## src/rtl/prpt_pkg.sv

```systemverilog
package prpt_pkg;

    localparam logic [1:0] OP_PARK_FLOW    = 2'd0;
    localparam logic [1:0] OP_PARK_DEST    = 2'd1;
    localparam logic [1:0] OP_FLOW_RESOLVE = 2'd2;
    localparam logic [1:0] OP_DEST_RESOLVE = 2'd3;

    localparam logic [1:0] KIND_PARK    = 2'd0;
    localparam logic [1:0] KIND_RELEASE = 2'd1;
    localparam logic [1:0] KIND_NOMATCH = 2'd2;

    localparam int MAX_RESULTS = 16;
    localparam int CNT_W       = 5;

    typedef struct packed {
        logic [1:0]  kind;
        logic        request_sent;
        logic        stored;
        logic [3:0]  slot;
        logic [7:0]  packet_ref;
        logic [6:0]  length;
        logic [31:0] timestamp;
        logic        last;
    } t_result;

endpackage

```

## src/rtl/prpt_mem.sv

```systemverilog
module prpt_mem #(
    parameter int DEPTH = 16,
    parameter int AW    = 4,
    parameter int DW    = 64
) (
    input  logic          i_clk,
    input  logic          i_we,
    input  logic [AW-1:0] i_waddr,
    input  logic [DW-1:0] i_wdata,
    input  logic          i_re,
    input  logic [AW-1:0] i_raddr,
    output logic [DW-1:0] o_rdata
);

    logic [DW-1:0] r_mem [DEPTH];
    logic [DW-1:0] r_rdata;

    always_ff @(posedge i_clk) begin
        if (i_we) begin
            r_mem[i_waddr] <= i_wdata;
        end
        // hold read data while the reader stalls
        if (i_re) begin
            r_rdata <= r_mem[i_raddr];
        end
    end

    assign o_rdata = r_rdata;

endmodule

```

## src/rtl/prpt_outreg.sv

```systemverilog
module prpt_outreg import prpt_pkg::*; (
    input  logic    i_clk,
    input  logic    i_rst_n,
    input  logic    i_push,
    input  t_result i_res,
    output logic    o_free,
    input  logic    i_ready,
    output logic    o_valid,
    output t_result o_res
);

    logic    r_valid;
    t_result r_res;

    assign o_free  = !r_valid || i_ready;
    assign o_valid = r_valid;
    assign o_res   = r_res;

    always_ff @(posedge i_clk) begin
        if (!i_rst_n) begin
            r_valid <= 1'b0;
        end else if (o_free) begin
            r_valid <= i_push;
            if (i_push) begin
                r_res <= i_res;
            end
        end
    end

endmodule

```

## src/rtl/prpt_ctrl.sv

```systemverilog
module prpt_ctrl import prpt_pkg::*; #(
    parameter int SLOTS    = 16,
    parameter int IW       = 4,
    parameter int CW       = 5,
    parameter int KW       = 16,
    parameter int DW       = 64
) (
    input  logic          i_clk,
    input  logic          i_rst_n,
    input  logic          i_valid,
    output logic          o_ready,
    input  logic [1:0]    i_op,
    input  logic [15:0]   i_key,
    input  logic [7:0]    i_packet_ref,
    input  logic [6:0]    i_length,
    input  logic [31:0]   i_timestamp,
    input  logic          i_buffer_granted,
    input  logic          i_awaiting_route,
    output logic          o_mem_we,
    output logic [IW-1:0] o_mem_waddr,
    output logic [DW-1:0] o_mem_wdata,
    output logic          o_mem_re,
    output logic [IW-1:0] o_mem_raddr,
    input  logic [DW-1:0] i_mem_rdata,
    output logic          o_push,
    output t_result       o_res,
    input  logic          i_out_free
);

    typedef enum logic [1:0] {S_IDLE, S_SCAN, S_FIN} t_state;

    t_state           r_state;
    logic [SLOTS-1:0] r_valid;
    logic [CW-1:0]    r_idx;
    logic [IW-1:0]    r_cidx;
    logic             r_cv;
    logic [CNT_W-1:0] r_cnt;
    logic             r_flow;
    logic [KW-1:0]    r_key;
    logic             r_held_v;
    t_result          r_held;

    logic             accept;
    logic             is_park;
    logic             flow_in;
    logic             found;
    logic [IW-1:0]    free_idx;
    logic [IW+3:0]    free_ext;
    logic [IW+3:0]    cidx_ext;
    logic             rd_flow;
    logic [KW-1:0]    rd_key;
    logic [7:0]       rd_pkt;
    logic [6:0]       rd_len;
    logic [31:0]      rd_time;
    logic             hit;
    logic             stall;
    logic             take;
    logic [CNT_W-1:0] cnt_next;
    logic             issue_ok;
    logic             store;
    t_result          park_res;
    t_result          rel_res;
    t_result          nomatch_res;

    assign o_ready = (r_state == S_IDLE);
    assign accept  = i_valid && o_ready;
    assign is_park = (i_op == OP_PARK_FLOW) || (i_op == OP_PARK_DEST);
    assign flow_in = (i_op == OP_PARK_FLOW) || (i_op == OP_FLOW_RESOLVE);

    // lowest free slot
    always_comb begin
        found    = 1'b0;
        free_idx = '0;
        for (int i = SLOTS - 1; i >= 0; i--) begin
            if (!r_valid[i]) begin
                found    = 1'b1;
                free_idx = IW'(i);
            end
        end
    end

    assign free_ext = {4'b0, free_idx};
    assign cidx_ext = {4'b0, r_cidx};
    assign store    = i_buffer_granted && found;

    assign o_mem_we    = accept && is_park && store;
    assign o_mem_waddr = free_idx;
    assign o_mem_wdata = {flow_in, i_key[KW-1:0], i_packet_ref, i_length,
                          flow_in ? i_timestamp : 32'd0};

    assign rd_time = i_mem_rdata[31:0];
    assign rd_len  = i_mem_rdata[38:32];
    assign rd_pkt  = i_mem_rdata[46:39];
    assign rd_key  = i_mem_rdata[47+KW-1:47];
    assign rd_flow = i_mem_rdata[DW-1];

    assign hit = r_cv && r_valid[r_cidx] && (rd_flow == r_flow) && (rd_key == r_key)
                 && (r_cnt != CNT_W'(MAX_RESULTS));
    // a match must push the held release out before taking its place
    assign stall    = hit && r_held_v && !i_out_free;
    assign take     = (r_state == S_SCAN) && hit && !stall;
    assign cnt_next = r_cnt + (take ? CNT_W'(1) : CNT_W'(0));
    assign issue_ok = (r_idx != CW'(SLOTS)) && (cnt_next != CNT_W'(MAX_RESULTS));

    assign o_mem_re    = (r_state == S_SCAN) && !stall && issue_ok;
    assign o_mem_raddr = r_idx[IW-1:0];

    always_comb begin
        park_res              = '0;
        park_res.kind         = KIND_PARK;
        park_res.request_sent = !i_awaiting_route;
        park_res.stored       = store;
        park_res.slot         = store ? free_ext[3:0] : 4'd0;
        park_res.last         = 1'b1;

        rel_res            = '0;
        rel_res.kind       = KIND_RELEASE;
        rel_res.slot       = cidx_ext[3:0];
        rel_res.packet_ref = rd_pkt;
        rel_res.length     = rd_len;
        rel_res.timestamp  = rd_time;
        rel_res.last       = 1'b1;

        nomatch_res      = '0;
        nomatch_res.kind = KIND_NOMATCH;
        nomatch_res.last = 1'b1;

        o_push = 1'b0;
        o_res  = r_held;
        case (r_state)
            S_SCAN: begin
                if (take && r_held_v) begin
                    o_push     = 1'b1;
                    o_res.last = 1'b0;
                end
            end
            S_FIN: begin
                o_push = i_out_free;
                if (!r_held_v) begin
                    o_res = nomatch_res;
                end
            end
            default: begin
                o_push = 1'b0;
            end
        endcase
    end

    always_ff @(posedge i_clk) begin
        if (!i_rst_n) begin
            r_state  <= S_IDLE;
            r_valid  <= '0;
            r_idx    <= '0;
            r_cv     <= 1'b0;
            r_cnt    <= '0;
            r_held_v <= 1'b0;
        end else begin
            case (r_state)
                S_IDLE: begin
                    if (accept) begin
                        if (is_park) begin
                            r_held   <= park_res;
                            r_held_v <= 1'b1;
                            if (store) begin
                                r_valid[free_idx] <= 1'b1;
                            end
                            r_state <= S_FIN;
                        end else begin
                            r_flow  <= flow_in;
                            r_key   <= i_key[KW-1:0];
                            r_idx   <= '0;
                            r_cnt   <= '0;
                            r_cv    <= 1'b0;
                            r_state <= S_SCAN;
                        end
                    end
                end
                S_SCAN: begin
                    if (!stall) begin
                        r_cv   <= o_mem_re;
                        r_cidx <= r_idx[IW-1:0];
                        if (o_mem_re) begin
                            r_idx <= r_idx + CW'(1);
                        end
                        if (take) begin
                            r_valid[r_cidx] <= 1'b0;
                            r_held          <= rel_res;
                            r_held_v        <= 1'b1;
                            r_cnt           <= cnt_next;
                        end
                        if (!r_cv && !issue_ok) begin
                            r_state <= S_FIN;
                        end
                    end
                end
                S_FIN: begin
                    if (i_out_free) begin
                        r_held_v <= 1'b0;
                        r_state  <= S_IDLE;
                    end
                end
                default: begin
                    r_state <= S_IDLE;
                end
            endcase
        end
    end

    a_push_when_free: assert property (@(posedge i_clk) disable iff (!i_rst_n)
        o_push |-> i_out_free)
        else $error("result pushed into a busy output register");

    a_release_clears: assert property (@(posedge i_clk) disable iff (!i_rst_n)
        take |=> !r_valid[$past(r_cidx)])
        else $error("released slot still valid");

    a_count_limit: assert property (@(posedge i_clk) disable iff (!i_rst_n)
        r_cnt <= CNT_W'(MAX_RESULTS))
        else $error("release count beyond limit");

    a_idle_clean: assert property (@(posedge i_clk) disable iff (!i_rst_n)
        (r_state == S_IDLE) |-> (!r_cv && !r_held_v))
        else $error("work left over in idle");

endmodule

```

## src/rtl/pending_route_packet_table.sv

```systemverilog
// Park request: the result is held in the controller, then pushed into the output
// register once that is free; the next request is accepted after the push.
// Resolve request: one slot read per cycle from the slot memory while the output
// does not stall; output stalls hold the scan. The next request is accepted only
// after the final result of the resolve has been pushed.
// Reset clears the slot valid flags; slot memory is not cleared.
module pending_route_packet_table import prpt_pkg::*; #(
    parameter int SLOTS    = 16,
    parameter int KEY_BITS = 16
) (
    input  logic        i_clk,
    input  logic        i_rst_n,
    input  logic        i_valid,
    output logic        o_ready,
    input  logic [1:0]  i_op,
    input  logic [15:0] i_key,
    input  logic [7:0]  i_packet_ref,
    input  logic [6:0]  i_length,
    input  logic [31:0] i_timestamp,
    input  logic        i_buffer_granted,
    input  logic        i_awaiting_route,
    output logic        o_valid,
    input  logic        i_ready,
    output logic [1:0]  o_kind,
    output logic        o_request_sent,
    output logic        o_stored,
    output logic [3:0]  o_slot,
    output logic [7:0]  o_out_packet_ref,
    output logic [6:0]  o_out_length,
    output logic [31:0] o_out_timestamp,
    output logic        o_last
);

    localparam int IW = (SLOTS > 1) ? $clog2(SLOTS) : 1;
    localparam int CW = $clog2(SLOTS + 1);
    localparam int KW = (KEY_BITS < 16) ? KEY_BITS : 16;
    localparam int DW = 48 + KW;

    logic          mem_we;
    logic [IW-1:0] mem_waddr;
    logic [DW-1:0] mem_wdata;
    logic          mem_re;
    logic [IW-1:0] mem_raddr;
    logic [DW-1:0] mem_rdata;
    logic          push;
    logic          out_free;
    t_result       push_res;
    t_result       out_res;

    prpt_ctrl #(
        .SLOTS    (SLOTS),
        .IW       (IW),
        .CW       (CW),
        .KW       (KW),
        .DW       (DW)
    ) u_ctrl (
        .i_clk            (i_clk),
        .i_rst_n          (i_rst_n),
        .i_valid          (i_valid),
        .o_ready          (o_ready),
        .i_op             (i_op),
        .i_key            (i_key),
        .i_packet_ref     (i_packet_ref),
        .i_length         (i_length),
        .i_timestamp      (i_timestamp),
        .i_buffer_granted (i_buffer_granted),
        .i_awaiting_route (i_awaiting_route),
        .o_mem_we         (mem_we),
        .o_mem_waddr      (mem_waddr),
        .o_mem_wdata      (mem_wdata),
        .o_mem_re         (mem_re),
        .o_mem_raddr      (mem_raddr),
        .i_mem_rdata      (mem_rdata),
        .o_push           (push),
        .o_res            (push_res),
        .i_out_free       (out_free)
    );

    prpt_mem #(
        .DEPTH (SLOTS),
        .AW    (IW),
        .DW    (DW)
    ) u_mem (
        .i_clk   (i_clk),
        .i_we    (mem_we),
        .i_waddr (mem_waddr),
        .i_wdata (mem_wdata),
        .i_re    (mem_re),
        .i_raddr (mem_raddr),
        .o_rdata (mem_rdata)
    );

    prpt_outreg u_out (
        .i_clk   (i_clk),
        .i_rst_n (i_rst_n),
        .i_push  (push),
        .i_res   (push_res),
        .o_free  (out_free),
        .i_ready (i_ready),
        .o_valid (o_valid),
        .o_res   (out_res)
    );

    assign o_kind           = out_res.kind;
    assign o_request_sent   = out_res.request_sent;
    assign o_stored         = out_res.stored;
    assign o_slot           = out_res.slot;
    assign o_out_packet_ref = out_res.packet_ref;
    assign o_out_length     = out_res.length;
    assign o_out_timestamp  = out_res.timestamp;
    assign o_last           = out_res.last;

endmodule

```

## config.mk

```make
export PLATFORM = sky130hd
export DESIGN_NAME = pending_route_packet_table
export DESIGN_NICKNAME = d
export VERILOG_FILES = /design/src/rtl/prpt_pkg.sv /design/src/rtl/prpt_mem.sv /design/src/rtl/prpt_outreg.sv /design/src/rtl/prpt_ctrl.sv /design/src/rtl/pending_route_packet_table.sv
export SDC_FILE = /design/constraint.sdc
export NUM_CORES = 1
export LEC_CHECK = 0
export BUFFER_PORTS_ARGS = -buffer_cell sky130_fd_sc_hd__buf_2
export CAP_MARGIN = 30
export CORE_MARGIN = 3
export CORE_UTILIZATION = 30
export CTS_CLUSTER_DIAMETER = 80
export DETAILED_ROUTE_END_ITERATION = 7
export MAX_ROUTING_LAYER = met4
export SLEW_MARGIN = 20
export SYNTH_ARGS = -nofsm -noshare
export SYNTH_HDL_FRONTEND = slang
export SYNTH_SLANG_ARGS = --single-unit
```

## constraint.sdc

```tcl
create_clock -name i_clk -period 5.6 [get_ports i_clk]
set_clock_uncertainty 0.05 [all_clocks]
set_input_delay 0.28 -clock i_clk [delete_from_list [all_inputs] [get_ports i_clk]]
set_output_delay 0.28 -clock i_clk [all_outputs]
set_load 0.02 [all_outputs]
```

* After elaboration in Yosys (flattened, before gate mapping)
Memory sizes are Yosys's and may differ from the RTL's. A register that Yosys moved wholly into a read port is not among the register bits. Cells that the tools add are included.
Word-level totals: logic and storage cells 182, memories 1, bits in writable memories 1024, flip-flop bits (word level) 164, memory bits (read-only) 0, bits of input ports 71, bits in latches 0
Memories:
- u_mem.r_mem | depth 16, width 64, rd ports 1, clocked after memory_dff 1, write ports 1, RTL line prpt_mem.sv:15 | logic [DW-1:0] r_mem [DEPTH];
Cells by class: magnitude comparators 4, multiply operators 0, reduce and logical (&&, ||, !) cells 42, multiplexer cells 84, add/sub/neg operators 2, div/mod/pow operators 0, shift-type cells 0, eq/ne operators 18, bitwise operators 5
Operators with widths (number):
- $mux W56 | 5
- $pmux W56 S2 | 1
- $mux W16 | 5
- $mux W4 | 17
- $mux W55 | 1
- $mux W1 | 32
- $mux W32 | 1
- $pmux W16 S2 | 1
- $mux W5 | 6
- $pmux W5 S2 | 2
- $logic_and A1 B1 Y1 | 19
- $reduce_and A6 Y1 | 3
- $and A16 B16 Y16 | 1
- $eq A16 B16 Y1 | 1
- $not A16 Y16 | 1
- $or A16 B16 Y16 | 1
- $ne A5 B5 Y1 const B | 3
- $ne A2 B2 Y1 const B | 7
- $reduce_and A4 Y1 | 3
- $lt A4 B5 Y1 const B | 2
- $mux W2 | 5
- $reduce_and A5 Y1 | 2
- $demux W1 S4 | 2
- $ge A4 B1 Y1 const B | 2
- 17 further kinds | 32

* Depth between registers and ports, before layout
depth in word-level cells 25, gate-level depth with buffers 16

* By module
Synthesis repeated with hierarchy kept, for this count alone.
Unflattened totals: cells, all modules 2272, area, all modules 47712.0 um^2
Modules (own cells, without submodules):
- prpt_mem | area an instance 40226.1 um^2, times used 1, sequential area each 32671.3 um^2, cells each 1647
- prpt_ctrl | area an instance 5753.0 um^2, times used 1, sequential area each 2852.7 um^2, cells each 564
- prpt_outreg | area an instance 1732.9 um^2, times used 1, sequential area each 1701.6 um^2, cells each 61

* Worst setup path before layout
OpenSTA, ideal clock, no wires.
path kind flip-flop to flip-flop, start register u_ctrl.r_cidx[0], end register u_out.r_res, in the netlist u_out.o_res[0] (enable), library setup time 0.539 ns, setup slack -0.570 ns, required time 5.011 ns, data arrival time 5.581 ns, path buffers 1, cell stages (with the launch flop) 9, period minus slack after synthesis 6.170 ns, path through edfxtp_1 > buf_6 > mux4_2 > a22oi_1 > and3_4 > nor4_4 > and3_1 > o21ai_0 > nor3_1
On the way: longest elaborated chain between the ends 14
Ends and longest elaborated chain:
- start: declaration | RTL line prpt_ctrl.sv:35 | logic [IW-1:0] r_cidx;
- start signal: assignment | RTL line prpt_ctrl.sv:181 | r_cidx <= r_idx[IW-1:0];
- $bmux W1 S4 (*) | RTL line prpt_ctrl.sv:97 | assign hit = r_cv && r_valid[r_cidx] && (rd_flow == r_flow) && (rd_key == r_key)
- $mux W1 (implied by the code) (*) | RTL line prpt_ctrl.sv:97
- $logic_and A1 B1 Y1 (*) (3 in series) | RTL line prpt_ctrl.sv:97
- $logic_and A1 B1 Y1 (*) | RTL line prpt_ctrl.sv:98 | && (r_cnt != CNT_W'(MAX_RESULTS));
- $logic_and A1 B1 Y1 (2 in series) | RTL line prpt_ctrl.sv:100 | assign stall = hit && r_held_v && !i_out_free;
- $logic_not A1 Y1 | RTL line prpt_ctrl.sv:101 | assign take = (r_state == S_SCAN) && hit && !stall;
- $logic_and A1 B1 Y1 (*) | RTL line prpt_ctrl.sv:101
- $logic_and A1 B1 Y1 (*) | RTL line prpt_ctrl.sv:132 | if (take && r_held_v) begin
- $mux W1 (*) | RTL line prpt_ctrl.sv:132
- $pmux W1 S2 (*) | RTL line prpt_ctrl.sv:130 | case (r_state)
- $reduce_and A3 Y1 (no line) (*)
- end signal: assignment | RTL line prpt_outreg.sv:25 | r_res <= i_res;
- end: declaration | RTL line prpt_outreg.sv:13 | t_result r_res;
Every way passes the cells marked *; elsewhere a longest branch is shown, timed or not. The select of a mux whose other input is x is not followed. A chain may end at the register's enable or synchronous reset.

* Worst setup path after layout
start register u_ctrl.r_key[13], end register u_ctrl.r_state[0]
On the way: longest elaborated chain between the ends 15
Ends and longest elaborated chain:
- start: declaration | RTL line prpt_ctrl.sv:39 | logic [KW-1:0] r_key;
- start signal: assignment | RTL line prpt_ctrl.sv:170 | r_key <= i_key[KW-1:0];
- $eq A16 B16 Y1 (*) | RTL line prpt_ctrl.sv:97
- $logic_and A1 B1 Y1 (*) | RTL line prpt_ctrl.sv:97
- $logic_and A1 B1 Y1 (*) | RTL line prpt_ctrl.sv:98
- $logic_and A1 B1 Y1 (2 in series) | RTL line prpt_ctrl.sv:100
- $logic_not A1 Y1 | RTL line prpt_ctrl.sv:101
- $logic_and A1 B1 Y1 | RTL line prpt_ctrl.sv:101
- $mux W1 | RTL line prpt_ctrl.sv:102 | assign cnt_next = r_cnt + (take ? CNT_W'(1) : CNT_W'(0));
- $add A5 B5 Y5 | RTL line prpt_ctrl.sv:102
- $ne A5 B5 Y1 | RTL line prpt_ctrl.sv:103 | assign issue_ok = (r_idx != CW'(SLOTS)) && (cnt_next != CNT_W'(MAX_RESULTS));
- $logic_and A1 B1 Y1 | RTL line prpt_ctrl.sv:103
- $logic_not A1 Y1 | RTL line prpt_ctrl.sv:191 | if (!r_cv && !issue_ok) begin
- $logic_and A1 B1 Y1 | RTL line prpt_ctrl.sv:191
- $ne A2 B2 Y1 (no line)
- $reduce_and A4 Y1 (no line) (*)
- end signal: assignment | RTL line prpt_ctrl.sv:192 | r_state <= S_FIN;
- end signal: assignment | RTL line prpt_ctrl.sv:199 | r_state <= S_IDLE;
- end signal: assignment | RTL line prpt_ctrl.sv:203 | r_state <= S_IDLE;
- end: declaration | RTL line prpt_ctrl.sv:32 | t_state r_state;
Every way passes the cells marked *; elsewhere a longest branch is shown, timed or not.

==> impl_metrics.csv <==
group,metric,value,unit
status,status,"complete, no violations",
critical_path,cp.arrival,5.29,ns
critical_path,start_kind,"flop",
pwr,netSwitchingFraction,21.3,%
route,drc_errors,0,
pwr,seqPwrFrac,53.8,%
clocking,cts_buffers,119,
critical_path,crit_cells,15,
floorplanning,initial_utilization,30.3,%
place,gp_congestion,0.793,
synthesis,synth-async-reset-ratio,0,%
global_routing,grt_pass1_wl,161,mm
floorplanning,die_w,404,um
sta,finalSetupTns,0,ns
floorplanning,rows,145,
clocking,cts_setup_buffers,0,
route,dr.pass1.iters,8,
job,drv_cap,0,
synthesis,synth_edf_count,1219,
sta,timing.final.ws_setup,0.873,ns
clocking,clockBufferDepth,3,
global_routing,overflow,0,
pwr,p_int,0.0154,W
clocking,tritoncts,"yes",
clocking,h-tree-depth,3,
global_routing,first_global_vias,22300,
pwr,ir_drop,0.316,mV
sta,tightestPinTransition,0.989,ns
route,avgRoutedWirePerCell,24.3,um
pwr,pwr-share-comb,4.3,%
clocking,clk_pin_slew,0.07,ns
critical_path,crit_slowest_cell,"nor4_1",
final_layout,fillers,14200,
sta,hold_viol,0,
synthesis,ys_seq_area_share,78.5,%
route,final_antenna_net_count,0,
place,placed_area,51000,um2
hold_path,hold_class,"input port to flop",
clocking,clockRootBuffer,"clkbuf_16",
synthesis,syn_area,47400,um2
pwr,p_clk_share,41.9,%
sta,rsz0062_at_grt,"no",
hold_path,hold_depth,2,
sta,finalCritPeriodShare,84.4,%
floorplanning,fp.dieArea,163000,um2
pwr,power_density,351,nW/um2
critical_path,worstSetupPathType,"flop to flop",
floorplanning,coreArea,157000,um2
final_layout,syn_to_final_growth,17.5,%
global_routing,antenna_found_initial,13,
clocking,clock_latency,0.76,ns
final_layout,nNetsFinal,2428,
sta,setup_viol_count_final,0,
synthesis,synth_cells,2086,
critical_path,path_common_cell,"ha_1",
sta,min_period,4.73,ns
route,drt-initial-drc-count,2001,
synthesis,synth_ff_type,"edfxtp_1",
critical_path,cp_cell_sequence,"xor2_1 -> nor4_1 -> nand4_1 -> nor4_4 -> and2_1 -> ha_1 -> ha_1 -> nand2_1 -> o21ba_2 -> o41a_1 -> o21ai_0 -> a21oi_1 -> a41oi_1 -> dlygate4sd3_1 -> nor2_1",
route,vias,21800,
synthesis,yosys_warnings,0,
route,wl,109,mm
route,viasPerCell,4.82,
clocking,clock_sinks,1250,
sta,max_freq,212,MHz
synthesis,syn_nets,2165,
place,numPortBuffers,128,
synthesis,synth_cell_types,50,
floorplanning,io_pins,129,
sta,relSlewSlack,33.9,%
clocking,hold_buffers,38,
critical_path,cp_num_buf_inv,1,
critical_path,cp_top_family,"simple AND/OR/NAND/NOR gates",
critical_path,reg2regPathDepth,15,
final_layout,postLayoutCoreUtil,35.6,%
final_layout,multi_input_area,9910,um2
final_layout,fin_area,55700,um2
pwr,power.total,0.0196,W
pwr,p_sw,0.00418,W
critical_path,end_kind,"flop",
clocking,cts_resized,0,
place,dp_hpwl,57.9,mm
synthesis,ys_seq_elements,1250,
sta,drv_slew,0,
critical_path,path_max_fanout,7,
critical_path,worstPathRequired,6.16,ns
pwr,p_leak,16.5,nW
global_routing,grt_usage,13.9,%
synthesis,syn_area_per_cell,22.7,um2
floorplanning,dieHeight,404,um
critical_path,slowest_delay,0.63,ns
final_layout,drive_above_1_share,29.8,%
final_layout,seqCellArea,37200,um2
place,pre_cts_slack,0.882,ns
global_routing,grt_max_degree,108,
## power by group through the flow
stage / clock network [W] / registers [W] / logic (W)
2_1_floorplan: 0 / 0.0107 / 0.000445
3_3_place_gp: 0 / 0.0107 / 0.000809
3_5_place_dp: 0 / 0.0107 / 0.000819
4_1_cts: 0.00840 / 0.0105 / 0.000850
5_1_grt: 0.00880 / 0.0105 / 0.000934
6_report: 0.00819 / 0.0105 / 0.000850
## metal layers
layer	GRT usage [%]	share of wire, %	vias up
met4	3.08	1.7	0
met2	21.2	47	701
li1	-	-	9268
met1	19.5	45	11700
met3	2.41	6.1	146
met5	-	0	-
## cells in the final DEF, fill, tap and decap left out, drive strengths merged, types with 8 or more instances in the layout
| cell | count |
|---|---|
| nand3 | 17 |
| nor2 | 37 |
| ha | 8 |
| and2 | 106 |
| buf | 189 |
| nand2 | 29 |
| o21ai | 33 |
| dlygate4sd3 | 51 |
| mux4 | 324 |
| edfxtp | 1219 |
| nor4 | 8 |
| dfxtp | 31 |
| clkinv | 72 |
| o211ai | 12 |
| nand2b | 13 |
| clkbuf | 136 |
| xor2 | 16 |
| inv | 20 |
| nor2b | 38 |
| a21oi | 18 |
| nand4 | 9 |
| bufinv | 15 |
## synth_stat cells (3+ instances only)
cell type / count / area, um2
a21oi_1: 18 / 90.1
a31oi_1: 4 / 25.0
and2_1: 106 / 663
and3_1: 4 / 25.0
buf_1: 18 / 67.6
buf_2: 10 / 50.1
clkbuf_1: 72 / 270
dfxtp_1: 31 / 621
edfxtp_1: 1219 / 36600
ha_1: 8 / 100
inv_1: 15 / 56.3
mux4_2: 322 / 7250
nand2_1: 29 / 109
nand2b_1: 13 / 81.3
nand3_1: 17 / 85.1
nand4_1: 9 / 56.3
nand4b_1: 3 / 26.3
nor2_1: 37 / 139
nor2b_1: 38 / 238
nor3_1: 5 / 25.0
nor4_1: 6 / 37.5
o211ai_1: 12 / 90.1
o21ai_0: 33 / 165
o21ba_2: 3 / 30.0
o31ai_1: 5 / 37.5
xor2_1: 16 / 140
## per-stage QoR
stage               cells  hold slack (ns)
floorplan            2086            0.329
global placement     4213            0.425
detailed placement   4219            0.431
CTS                  4482          0.00548
global route         4513          0.00488
finish               4514           0.0206
## sequential cells by signal, indices dropped and copies added (netlist names)
| name | flops |
|---|---|
| u_ctrl.r_valid | 16 |
| u_ctrl.r_held | 54 |
| u_ctrl.r_key | 16 |
| u_mem.o_rdata | 64 |
| u_ctrl.r_held_v | 1 |
| u_ctrl.r_cnt | 5 |
| u_ctrl.r_flow | 1 |
| u_ctrl.r_state | 2 |
| u_out.o_res | 56 |
| u_mem.r_mem | 1024 |
| u_out.o_valid | 1 |
| u_ctrl.r_idx | 5 |
| u_ctrl.r_cv | 1 |
| u_ctrl.r_cidx | 4 |
## path summary, 6_finish.rpt
kind	startpoint	to	slack, ns
min reg2reg	u_mem.o_rdata[22]$_DFFE_PP_	u_ctrl.r_held[23]$_SDFFCE_PN0P_	0.43
max reg2reg	u_ctrl.r_key[13]$_DFFE_PP_	u_ctrl.r_state[0]$_SDFFE_PN0P_	0.87
min	i_timestamp[26]	u_mem.r_mem[11][26]$_DFFE_PP_	0.02
max	u_ctrl.r_key[13]$_DFFE_PP_	u_ctrl.r_state[0]$_SDFFE_PN0P_	0.87
## cell families (layout without fill, tap and decap cells)
logic type,count (synthesis),after routing,synth area share (%)
flops,1250,1250,78.5
mux,324,324,15.4
simple gates,277,277,3.36
buf+inv,117,484,0.971
compound gates,93,93,1.25
xor+xnor,17,17,0.314
fa+ha+maj,8,8,0.211
other cells,0,3,0
## layout make-up
type	instances	share of cell area, %
Antenna cell	3	0.0135
Clock buffer	132	5.43
Clock inverter	93	1.79
Inverter	15	0.101
Multi-Input combinational cell	719	17.8
Sequential cell	1250	66.9
Tap cell	2058	4.62
Timing Repair Buffer	244	3.39
No activity file was read; power rests on OpenSTA's default activity.
